## src/rtl/fm_phase_discriminator_defines.svh

```systemverilog
// Assertion macros shared by the FM phase discriminator RTL.
// Every macro expects clk and rst_n to be visible where it is used.
`ifndef FM_PHASE_DISCRIMINATOR_DEFINES_SVH
`define FM_PHASE_DISCRIMINATOR_DEFINES_SVH

// Same-cycle implication, disabled while in reset.
`define FMPD_ASSERT_IMP(label, ante, cons, msg) \
  label: assert property (@(posedge clk) disable iff (!rst_n) (ante) |-> (cons)) \
    else $error(msg);

// Next-cycle implication, disabled while in reset.
`define FMPD_ASSERT_NXT(label, ante, cons, msg) \
  label: assert property (@(posedge clk) disable iff (!rst_n) (ante) |=> (cons)) \
    else $error(msg);

`endif

```

## src/rtl/fmpd_pkg.sv

```systemverilog
// Package for the FM phase discriminator: widths, constants, register indexes.
// No dependencies; imported by fm_phase_discriminator, its checker and the testbench.
`timescale 1ns / 1ps

package fmpd_pkg;

  // field and port widths
  localparam int SAMPLE_W   = 16;
  localparam int SCALE_W    = 15;
  localparam int CFG_IDX_W  = 2;
  localparam int CFG_DATA_W = 15;

  // datapath widths
  localparam int XD_W   = 33;              // cross / dot products
  localparam int MAG_W  = 32;              // their magnitudes
  localparam int DEN_W  = 33;              // divisor and partial remainder
  localparam int NUM_W  = 48;              // scaled dividend
  localparam int QUO_W  = 16;              // quotient magnitude, one bit per cycle
  localparam int CNT_W  = $clog2(QUO_W);
  localparam int OP_W   = 18;              // shared multiplier operands
  localparam int MUL_W  = 2 * OP_W;
  localparam int ANG_W  = 20;              // angle working width
  localparam int Q15_SH = 15;
  localparam int SAT_W  = MUL_W - Q15_SH;

  localparam int POLY_NUM_SH = 14;         // x * 16384
  localparam int LIN_NUM_SH  = 15;         // x * 32768

  typedef logic [CFG_IDX_W-1:0] cfg_idx_t;

  localparam cfg_idx_t REG_METHOD = cfg_idx_t'(0);
  localparam cfg_idx_t REG_SCALE  = cfg_idx_t'(1);

  localparam logic METHOD_POLY   = 1'b0;
  localparam logic METHOD_LINEAR = 1'b1;

  localparam logic [SCALE_W-1:0] SCALE_RST = SCALE_W'(16384);

  localparam logic [31:0]             ATAN_K    = 32'd9216;     // 0.28125 in Q15
  localparam logic signed [ANG_W-1:0] HALF_PI_Q = ANG_W'(25736);
  localparam logic signed [ANG_W-1:0] PI_Q      = ANG_W'(51472);
  localparam logic signed [OP_W-1:0]  CUBIC_K   = OP_W'(49152);
  localparam logic [DEN_W-1:0]        LIN_BIG   = DEN_W'(32768);
  localparam logic [QUO_W-1:0]        QUO_MAX   = QUO_W'(49152);

  function automatic logic signed [SAMPLE_W-1:0] sat_audio(
    input logic signed [SAT_W-1:0] v
  );
    logic signed [SAT_W-1:0] hi;
    logic signed [SAT_W-1:0] lo;
    hi = SAT_W'(32767);
    lo = -SAT_W'(32768);
    if (v > hi) begin
      return SAMPLE_W'(32767);
    end else if (v < lo) begin
      return -SAMPLE_W'(32768);
    end
    return v[SAMPLE_W-1:0];
  endfunction

endpackage

```

## src/rtl/fm_phase_discriminator.sv

```systemverilog
// FM phase discriminator top level: sequencer, shared multiplier, bit-serial divider.
// Depends on fmpd_pkg and fm_phase_discriminator_defines.svh.
//
// Takes one I/Q pair per transaction, multiplies the previous pair by the
// conjugate of the new one and turns the phase step into one saturated
// 16-bit audio sample, either by a Q15 polynomial atan2 (method 0) or by a
// linear ratio with cubic correction (method 1), scaled by output_scale.
// The restoring divider produces one quotient bit per cycle for a 16-bit
// quotient; around it come seven passes through the single 18x18
// multiplier and the set up steps. When the divisor comes out as zero
// (restart, zero input, tiny products) the divider is skipped and a zero
// sample is handed over. A new pair is accepted only in the idle state.
// The result sits in an output register, so the next pair is taken while
// a finished sample still waits. Configuration is a write-only port and
// must only be written while the block is idle.
`timescale 1ns / 1ps
`include "fm_phase_discriminator_defines.svh"

module fm_phase_discriminator (
  input  logic                                 clk,
  input  logic                                 rst_n,
  // input channel
  input  logic                                 in_valid,
  output logic                                 in_ready,
  input  logic signed [fmpd_pkg::SAMPLE_W-1:0] in_i_sample,
  input  logic signed [fmpd_pkg::SAMPLE_W-1:0] in_q_sample,
  input  logic                                 in_restart,
  // result channel
  output logic                                 out_valid,
  input  logic                                 out_ready,
  output logic signed [fmpd_pkg::SAMPLE_W-1:0] out_audio,
  // configuration
  input  logic                                 cfg_we,
  input  logic [fmpd_pkg::CFG_IDX_W-1:0]       cfg_index,
  input  logic [fmpd_pkg::CFG_DATA_W-1:0]      cfg_wdata
);
  import fmpd_pkg::*;

  // Sequencer: four products, magnitudes, divider set up, 16 divide steps,
  // then the polynomial / correction multiplies and the final scaling.
  typedef enum logic [3:0] {
    S_IDLE,
    S_P0,     // I * Qp
    S_P1,     // Q * Ip
    S_P2,     // I * Ip
    S_P3,     // Q * Qp
    S_PREP,   // finish dot
    S_ABS,    // magnitudes
    S_SETUP,  // pick dividend / divisor
    S_DIV,    // one quotient bit per cycle
    S_SQ,     // q * q
    S_AUX,    // polynomial term or cubic factor
    S_MULQ,   // q * aux
    S_ANG,    // angle with octant and quadrant fixes
    S_SCALE,  // angle * output_scale
    S_FIN     // saturate and hand over
  } state_t;

  state_t state_r, state_nxt;

  // configuration
  logic               method_r;
  logic [SCALE_W-1:0] scale_r;

  // sample history
  logic signed [SAMPLE_W-1:0] last_i_r, last_q_r;   // current pair once accepted
  logic signed [SAMPLE_W-1:0] prv_i_r, prv_q_r;     // previous pair, zero on restart

  // shared multiplier, registered output
  logic signed [OP_W-1:0]  mul_a, mul_b;
  logic signed [MUL_W-1:0] mul_p, prod_r;

  // conjugate product
  logic signed [XD_W-1:0] cross_r, dot_r;
  logic [XD_W-1:0]        cross_abs, dot_abs;
  logic [MAG_W-1:0]       ac_r, ad_r;

  // divider set up
  logic                   set_ge;
  logic [DEN_W-1:0]       set_den, set_div;
  logic                   set_neg, set_zero;
  logic [NUM_W-1:0]       set_num;
  logic signed [XD_W-1:0] cross_half;
  logic [XD_W-1:0]        half_abs;

  // bit-serial divider: rem_r holds the partial remainder, lo_r shifts the
  // low dividend bits out and the quotient bits in
  logic [DEN_W-1:0] div_r, rem_r, rem_nxt;
  logic [QUO_W-1:0] lo_r, lo_nxt;
  logic [CNT_W-1:0] cnt_r;
  logic [DEN_W:0]   div_trial, div_diff;
  logic             div_fit;
  logic             neg_r, zero_r, ge_r;

  logic signed [OP_W-1:0] q_mag, q_s;

  // post-division
  logic [31:0]             r2k;
  logic signed [OP_W-1:0]  aux_r, aux_nxt;
  logic signed [OP_W-1:0]  angle_r, angle_nxt;
  logic signed [ANG_W-1:0] ang_t, ang_p, ang_a1, ang_a2, ang_lin;
  logic                    cross_pos;

  // output register
  logic                       out_valid_r;
  logic signed [SAMPLE_W-1:0] out_audio_r;
  logic                       out_free;

  assign in_ready  = (state_r == S_IDLE);
  assign out_valid = out_valid_r;
  assign out_audio = out_audio_r;
  assign out_free  = !out_valid_r || out_ready;

  // ---------------------------------------------------------------- multiplier
  always_comb begin
    mul_a = '0;
    mul_b = '0;
    unique case (state_r)
      S_P0: begin
        mul_a = OP_W'(last_i_r);
        mul_b = OP_W'(prv_q_r);
      end
      S_P1: begin
        mul_a = OP_W'(last_q_r);
        mul_b = OP_W'(prv_i_r);
      end
      S_P2: begin
        mul_a = OP_W'(last_i_r);
        mul_b = OP_W'(prv_i_r);
      end
      S_P3: begin
        mul_a = OP_W'(last_q_r);
        mul_b = OP_W'(prv_q_r);
      end
      S_SQ: begin
        mul_a = q_s;
        mul_b = q_s;
      end
      S_MULQ: begin
        mul_a = q_s;
        mul_b = aux_r;
      end
      S_SCALE: begin
        mul_a = angle_r;
        mul_b = signed'(OP_W'(scale_r));
      end
      default: begin
      end
    endcase
  end

  assign mul_p = mul_a * mul_b;

  // ---------------------------------------------------------------- magnitudes
  assign cross_abs = cross_r[XD_W-1] ? unsigned'(-cross_r) : unsigned'(cross_r);
  assign dot_abs   = dot_r[XD_W-1]   ? unsigned'(-dot_r)   : unsigned'(dot_r);

  // ---------------------------------------------------------------- divider set up
  // Poly: ratio = smaller * 16384 / (larger >> 1), sign of the smaller one.
  // Linear: cross * 32768 / denom, or for small denominators a halved
  // cross over (denom >> 1) + 1.
  always_comb begin
    set_ge     = (ad_r >= ac_r);
    set_den    = DEN_W'(ac_r) + DEN_W'(ad_r);
    cross_half = cross_r >>> 1;
    half_abs   = cross_half[XD_W-1] ? unsigned'(-cross_half) : unsigned'(cross_half);
    if (method_r == METHOD_LINEAR) begin
      set_zero = (set_den == '0);
      if (set_den >= LIN_BIG) begin
        set_div = set_den;
        set_neg = cross_r[XD_W-1];
        set_num = NUM_W'(ac_r) << LIN_NUM_SH;
      end else begin
        set_div = (set_den >> 1) + DEN_W'(1);
        set_neg = cross_half[XD_W-1];
        set_num = NUM_W'(half_abs) << LIN_NUM_SH;
      end
    end else begin
      if (set_ge) begin
        set_div = DEN_W'(ad_r >> 1);
        set_neg = cross_r[XD_W-1];
        set_num = NUM_W'(ac_r) << POLY_NUM_SH;
      end else begin
        set_div = DEN_W'(ac_r >> 1);
        set_neg = dot_r[XD_W-1];
        set_num = NUM_W'(ad_r) << POLY_NUM_SH;
      end
      set_zero = (set_div == '0);
    end
  end

  // ---------------------------------------------------------------- divide step
  always_comb begin
    div_trial = {rem_r, lo_r[QUO_W-1]};
    div_fit   = (div_trial >= {1'b0, div_r});
    div_diff  = div_trial - {1'b0, div_r};
    rem_nxt   = div_fit ? div_diff[DEN_W-1:0] : div_trial[DEN_W-1:0];
    lo_nxt    = {lo_r[QUO_W-2:0], div_fit};
  end

  // signed quotient, truncated toward zero
  assign q_mag = signed'(OP_W'(lo_r));
  assign q_s   = neg_r ? -q_mag : q_mag;

  // ---------------------------------------------------------------- aux term
  // poly: ((q*q >> 15) * 9216) >> 15 ; linear: 49152 - (q*q >> 14)
  always_comb begin
    r2k     = 32'(prod_r[31:Q15_SH]) * ATAN_K;
    aux_nxt = (method_r == METHOD_LINEAR)
            ? CUBIC_K - signed'(OP_W'(prod_r[30:14]))
            : signed'(OP_W'(r2k[31:Q15_SH]));
  end

  // ---------------------------------------------------------------- angle
  assign cross_pos = !cross_r[XD_W-1] && (cross_r != '0);

  always_comb begin
    ang_t   = ANG_W'(prod_r >>> Q15_SH);
    ang_p   = ANG_W'(q_s) - ang_t;
    ang_a1  = ge_r ? ang_p : (cross_pos ? HALF_PI_Q : -HALF_PI_Q) - ang_p;
    ang_a2  = dot_r[XD_W-1] ? ((!cross_r[XD_W-1]) ? PI_Q : -PI_Q) - ang_a1 : ang_a1;
    ang_lin = ang_t + (ang_t <<< 1);   // times 3
    angle_nxt = (method_r == METHOD_LINEAR) ? OP_W'(ang_lin) : OP_W'(ang_a2);
  end

  // ---------------------------------------------------------------- next state
  always_comb begin
    state_nxt = state_r;
    unique case (state_r)
      S_IDLE:  if (in_valid) begin
        state_nxt = S_P0;
      end
      S_P0:    state_nxt = S_P1;
      S_P1:    state_nxt = S_P2;
      S_P2:    state_nxt = S_P3;
      S_P3:    state_nxt = S_PREP;
      S_PREP:  state_nxt = S_ABS;
      S_ABS:   state_nxt = S_SETUP;
      S_SETUP: state_nxt = set_zero ? S_FIN : S_DIV;
      S_DIV:   if (cnt_r == '0) begin
        state_nxt = S_SQ;
      end
      S_SQ:    state_nxt = S_AUX;
      S_AUX:   state_nxt = S_MULQ;
      S_MULQ:  state_nxt = S_ANG;
      S_ANG:   state_nxt = S_SCALE;
      S_SCALE: state_nxt = S_FIN;
      S_FIN:   if (out_free) begin
        state_nxt = S_IDLE;
      end
      default: state_nxt = S_IDLE;
    endcase
  end

  // ---------------------------------------------------------------- registers
  always_ff @(posedge clk) begin
    if (!rst_n) begin
      state_r     <= S_IDLE;
      method_r    <= METHOD_POLY;
      scale_r     <= SCALE_RST;
      last_i_r    <= '0;
      last_q_r    <= '0;
      out_valid_r <= 1'b0;
    end else begin
      state_r <= state_nxt;

      if (cfg_we) begin
        unique case (cfg_index)
          REG_METHOD: method_r <= cfg_wdata[0];
          REG_SCALE:  scale_r  <= cfg_wdata[SCALE_W-1:0];
          default: begin
          end
        endcase
      end

      // transaction accepted: keep the new pair, snapshot the old one
      if (in_valid && in_ready) begin
        prv_i_r  <= in_restart ? '0 : last_i_r;
        prv_q_r  <= in_restart ? '0 : last_q_r;
        last_i_r <= in_i_sample;
        last_q_r <= in_q_sample;
      end

      // product must hold while the result waits in S_FIN
      if (state_r != S_FIN) begin
        prod_r <= mul_p;
      end

      case (state_r)
        S_P1:   cross_r <= XD_W'(prod_r);
        S_P2:   cross_r <= cross_r - XD_W'(prod_r);
        S_P3:   dot_r   <= XD_W'(prod_r);
        S_PREP: dot_r   <= dot_r + XD_W'(prod_r);
        S_ABS: begin
          ac_r <= cross_abs[MAG_W-1:0];
          ad_r <= dot_abs[MAG_W-1:0];
        end
        S_SETUP: begin
          div_r  <= set_div;
          rem_r  <= DEN_W'(set_num[NUM_W-1:QUO_W]);
          lo_r   <= set_num[QUO_W-1:0];
          neg_r  <= set_neg;
          zero_r <= set_zero;
          ge_r   <= set_ge;
          cnt_r  <= CNT_W'(QUO_W - 1);
        end
        S_DIV: begin
          rem_r <= rem_nxt;
          lo_r  <= lo_nxt;
          cnt_r <= cnt_r - CNT_W'(1);
        end
        S_AUX: aux_r   <= aux_nxt;
        S_ANG: angle_r <= angle_nxt;
        default: begin
        end
      endcase

      if ((state_r == S_FIN) && out_free) begin
        out_valid_r <= 1'b1;
        out_audio_r <= zero_r ? '0 : sat_audio(prod_r[MUL_W-1:Q15_SH]);
      end else if (out_ready) begin
        out_valid_r <= 1'b0;
      end
    end
  end

  // ---------------------------------------------------------------- assertions
  `FMPD_ASSERT_NXT(a_pair_stored, in_valid && in_ready, (last_i_r == $past(in_i_sample)) && (last_q_r == $past(in_q_sample)), "accepted pair not stored")
  `FMPD_ASSERT_NXT(a_restart_clears, in_valid && in_ready && in_restart, (prv_i_r == '0) && (prv_q_r == '0), "restart did not clear previous pair")
  `FMPD_ASSERT_IMP(a_rem_bound, state_r == S_DIV, rem_r < div_r, "partial remainder not below divisor")
  `FMPD_ASSERT_IMP(a_quo_bound, state_r == S_SQ, lo_r <= QUO_MAX, "quotient out of range")
  `FMPD_ASSERT_NXT(a_result_load, (state_r == S_FIN) && out_free, out_valid_r && (state_r == S_IDLE), "result not handed over")

endmodule

```

## config.mk

```make
export PLATFORM = sky130hd
export DESIGN_NAME = fm_phase_discriminator
export DESIGN_NICKNAME = d
export VERILOG_FILES = /design/src/rtl/fmpd_pkg.sv /design/src/rtl/fm_phase_discriminator.sv
export VERILOG_INCLUDE_DIRS = /design/src /design/src/rtl
export SDC_FILE = /design/constraint.sdc
export NUM_CORES = 2
export LEC_CHECK = 0
export ABC_AREA = 1
export ABC_CLOCK_PERIOD_IN_PS = 8990
export BUFFER_PORTS_ARGS = -buffer_cell sky130_fd_sc_hd__buf_2
export CORE_AREA = 2 2 289 291
export CTS_BUF_LIST = sky130_fd_sc_hd__clkbuf_16
export DETAILED_ROUTE_END_ITERATION = 10
export DIE_AREA = 0 0 291 293
export PLACE_DENSITY = 0.71
export SYNTH_ARGS = -nofsm -noshare
export SYNTH_HDL_FRONTEND = slang
export SYNTH_SLANG_ARGS = --single-unit
export TNS_END_PERCENT = 1
```

## constraint.sdc

```tcl
create_clock -name clk -period 8.99 [get_ports clk]
set_input_delay 1.798 -clock clk [delete_from_list [all_inputs] [get_ports clk]]
set_output_delay 1.798 -clock clk [all_outputs]
set_load 0.03 [all_outputs]
```

==> impl_metrics.csv <==
group,metric,value,unit
finish,finalInstanceArea,0.04868,mm^2
clocking,cts_tree,"built",
timing,tightest_slew,1.201,ns
setup_path,critPathMaxFanout,13,
setup_path,worstSetupPathType,"reg2reg",
power,finalPower,10.22,mW
clocking,holdBufCountCts,0,
timing,hold_viol,0,
detailed_routing,drt_wl_total,152500,um
detailed_routing,drt_pass1_iterations,6,
yosys,async_flop_share,0,%
yosys,ys.warnings.count,0,
floorplan,core,0.08185,mm^2
finish,fin_nets,6802,
setup_path,worstSetupStartpoint,"lo_r[0]$_SDFFCE_PN0P_",
clocking,clk_path_buf_depth,3,
finish,diodes,0,
flow_run,maxCapViolCount,0,
timing,relSlewSlack,19.84,%
yosys,avgSynthCellArea,7.522,um^2
placement,hpwl,122500,um
clocking,path_clk_slew,0.06,ns
floorplan,initial_utilization,54.85,%
timing,fin_skew,0.03634,ns
setup_path,max_stage_delay,0.59,ns
global_routing,grt_pass1_vias,39594,
finish,drive_gt1_share,5.720,%
yosys,syn-cell-area,0.04489,mm^2
setup_path,critPathTopFamily,"adder cells",
yosys,ys.flop_type,"edfxtp_1",
placement,place_area,0.04686,mm^2
timing,setup_viol,0,
power,cellLeakagePower,23.71,nW
clocking,cts_buffers,48,
clocking,clk_latency,0.62,ns
finish,final_common_cell,"nand2_1",
yosys,seq_area_frac_synth,25.04,%
floorplan,dieArea,0.08526,mm^2
setup_path,crit_buf_inv,7,
hold_path,min_path_type,"reg2reg",
outcome,status,"complete, no violations",
detailed_routing,detail_route.iter0.violations,4845,
yosys,synth_cells,5968,
timing,drv_slew,0,
detailed_routing,wl_per_cell,21.32,um
finish,syn2layout_area_growth,8.428,%
power,worst_ir_drop_vdd,0.1562,mV
detailed_routing,num_vias,41543,
clocking,cts.htree.levels,2,
finish,layout_common_cells,"nand2_1 (1265), inv_1 (1089), nor2_1 (592)",
floorplan,die_h,293,um
hold_path,hp-start,"last_i_r[5]$_SDFFE_PN0P_",
global_routing,antenna_found_initial,1,
detailed_routing,routed_via_density,5.807,
yosys,synth_nets,6723,
timing,fin_crit_sh,94.96,%
global_routing,grtUsageTotal,35.59,%
floorplan,io_pins,73,
clocking,root_buffer,"clkbuf_16",
timing,hold_slack,0.4897,ns
setup_path,reg2reg_from,"lo_r[0]$_SDFFCE_PN0P_",
setup_path,arrival,8.87,ns
power,p_per_area,210.0,mW/mm^2
yosys,synth_cell_types,60,
setup_path,worst_path_most_repeated_cell,"inv_1",
timing,period_minus_slack,8.537,ns
placement,gp_congestion,1.049,
floorplan,fp.dieW,291,um
setup_path,endpoint_kind,"register",
timing,fmax,117.1,MHz
global_routing,grt_pass1_wl,232800,um
detailed_routing,drc,0,
floorplan,rows,105,
finish,stdcell_count,7154,
setup_path,slowest_stage,"fa_1",
placement,portBuffers,72,
placement,dp_cells,7055,
global_routing,gr-total-overflow,0,
global_routing,grt_max_degree,70,
setup_path,startpoint_type,"register",
detailed_routing,antenna_left,0,
yosys,synth-edff-count,339,
setup_path,required,9.32,ns
yosys,synth_seq_cells,392,
clocking,cts_sinks,392,
==> worst reg2reg max path, delay by kind of cell (launching register included) <==
family	cells	cell delay (ns)
AOI/OAI and AO/OA	1	0.34
DFF	1	0.41
and+or+nand+nor	14	2.55
buffers and inverters	7	0.96
adders and majority gates	8	3.71
xor gates and xnor gates	2	0.27
==> area by class of cell <==
cell class / instances / area, um^2
Timing Repair Buffer: 190 / 1271
Fill cell: 7516 / 33170
Multi-Input combinational cell: 4304 / 28970
Tap cell: 1070 / 1339
Sequential cell: 392 / 11240
Inverter: 1111 / 4190
Clock inverter: 32 / 284.0
Clock buffer: 55 / 1376
==> metrics by stage <==
stage	setup WS, ns	TNS, ns	utilization, %
global route	-0.008701	-0.008701	59.47
global placement	0.01207	0	57.26
CTS	0.03267	0	59.30
floorplan	1.438	0	-
finish	0.4530	0	59.47
detailed placement	-0.1331	-0.1984	57.26
==> registers in the layout (all words and copies together) (netlist names), 4 cells and up <==
| name | flops |
|---|---|
| ac_r | 32 |
| ad_r | 32 |
| angle_r | 18 |
| aux_r | 18 |
| cnt_r | 4 |
| cross_r | 33 |
| div_r | 33 |
| dot_r | 33 |
| last_i_r | 16 |
| last_q_r | 16 |
| lo_r | 16 |
| out_audio | 16 |
| prod_r | 36 |
| prv_i_r | 16 |
| prv_q_r | 16 |
| rem_r | 33 |
| scale_r | 15 |
| state_r | 4 |
==> metal layers <==
layer / up-vias / routed length [um] / GRT usage [%]
li1: 19347 / - / -
met1: 19546 / 63080 / 50.55
met2: 2270 / 63840 / 52.54
met3: 378 / 18860 / 8.623
met4: 2 / 6726 / 13.47
met5: - / 11 / 0
==> cell usage after synthesis, drive strengths merged, types with 71 or more instances <==
cell type	number	area share, %
a21oi	394	4.4
clkbuf	121	1.0
edfxtp	339	23
fa	336	15
ha	364	10
inv	1105	9.2
nand2	1271	11
nand3	247	2.8
nand4	71	0.99
nor2	601	5.0
nor3	87	1.0
o21ai	384	4.3
xnor2	93	1.8
xor2	184	3.6
==> report_power, final <==
group	internal, mW	switching (mW)	total [mW]
clock	1.19	0.842	2.03
combinational	1.94	3.82	5.76
sequential	2.23	0.197	2.42
total	5.36	4.86	10.2
==> worst paths after layout <==
path                                            endpoint  slack (ns)  cells past startpoint
worst min register to register  last_i_r[5]$_SDFFE_PN0P_        0.49                      2
worst min-delay path            last_i_r[5]$_SDFFE_PN0P_        0.49                      2
worst max-delay path                prod_r[34]$_DFFE_PP_        0.45                     32
worst max register to register      prod_r[34]$_DFFE_PP_        0.45                     32
==> timing repair <==
item / 4_1_cts / 5_1_grt
endpoints found under the setup margin: 3 / 12
buffers inserted: 0 / 12
resized for setup: 1 / 11
pin swaps: 0 / 2
endpoints found under the hold margin: 0 / 0
==> logic make-up (layout without fill, tap and decap cells) <==
group | count (synthesis) | after routing | share of synthesized area (%)
AO/OA/AOI/OAI | 983 | 983 | 12.22
XOR/XNOR | 277 | 277 | 5.421
adder cells (fa/ha/maj) | 700 | 700 | 25.13
buffers and inverters | 1272 | 1388 | 10.71
flip-flops | 392 | 392 | 25.04
multiplexers | 2 | 2 | 0.04738
AND/OR/NAND/NOR | 2342 | 2342 | 21.43
Power figures use the tool's default switching activity.
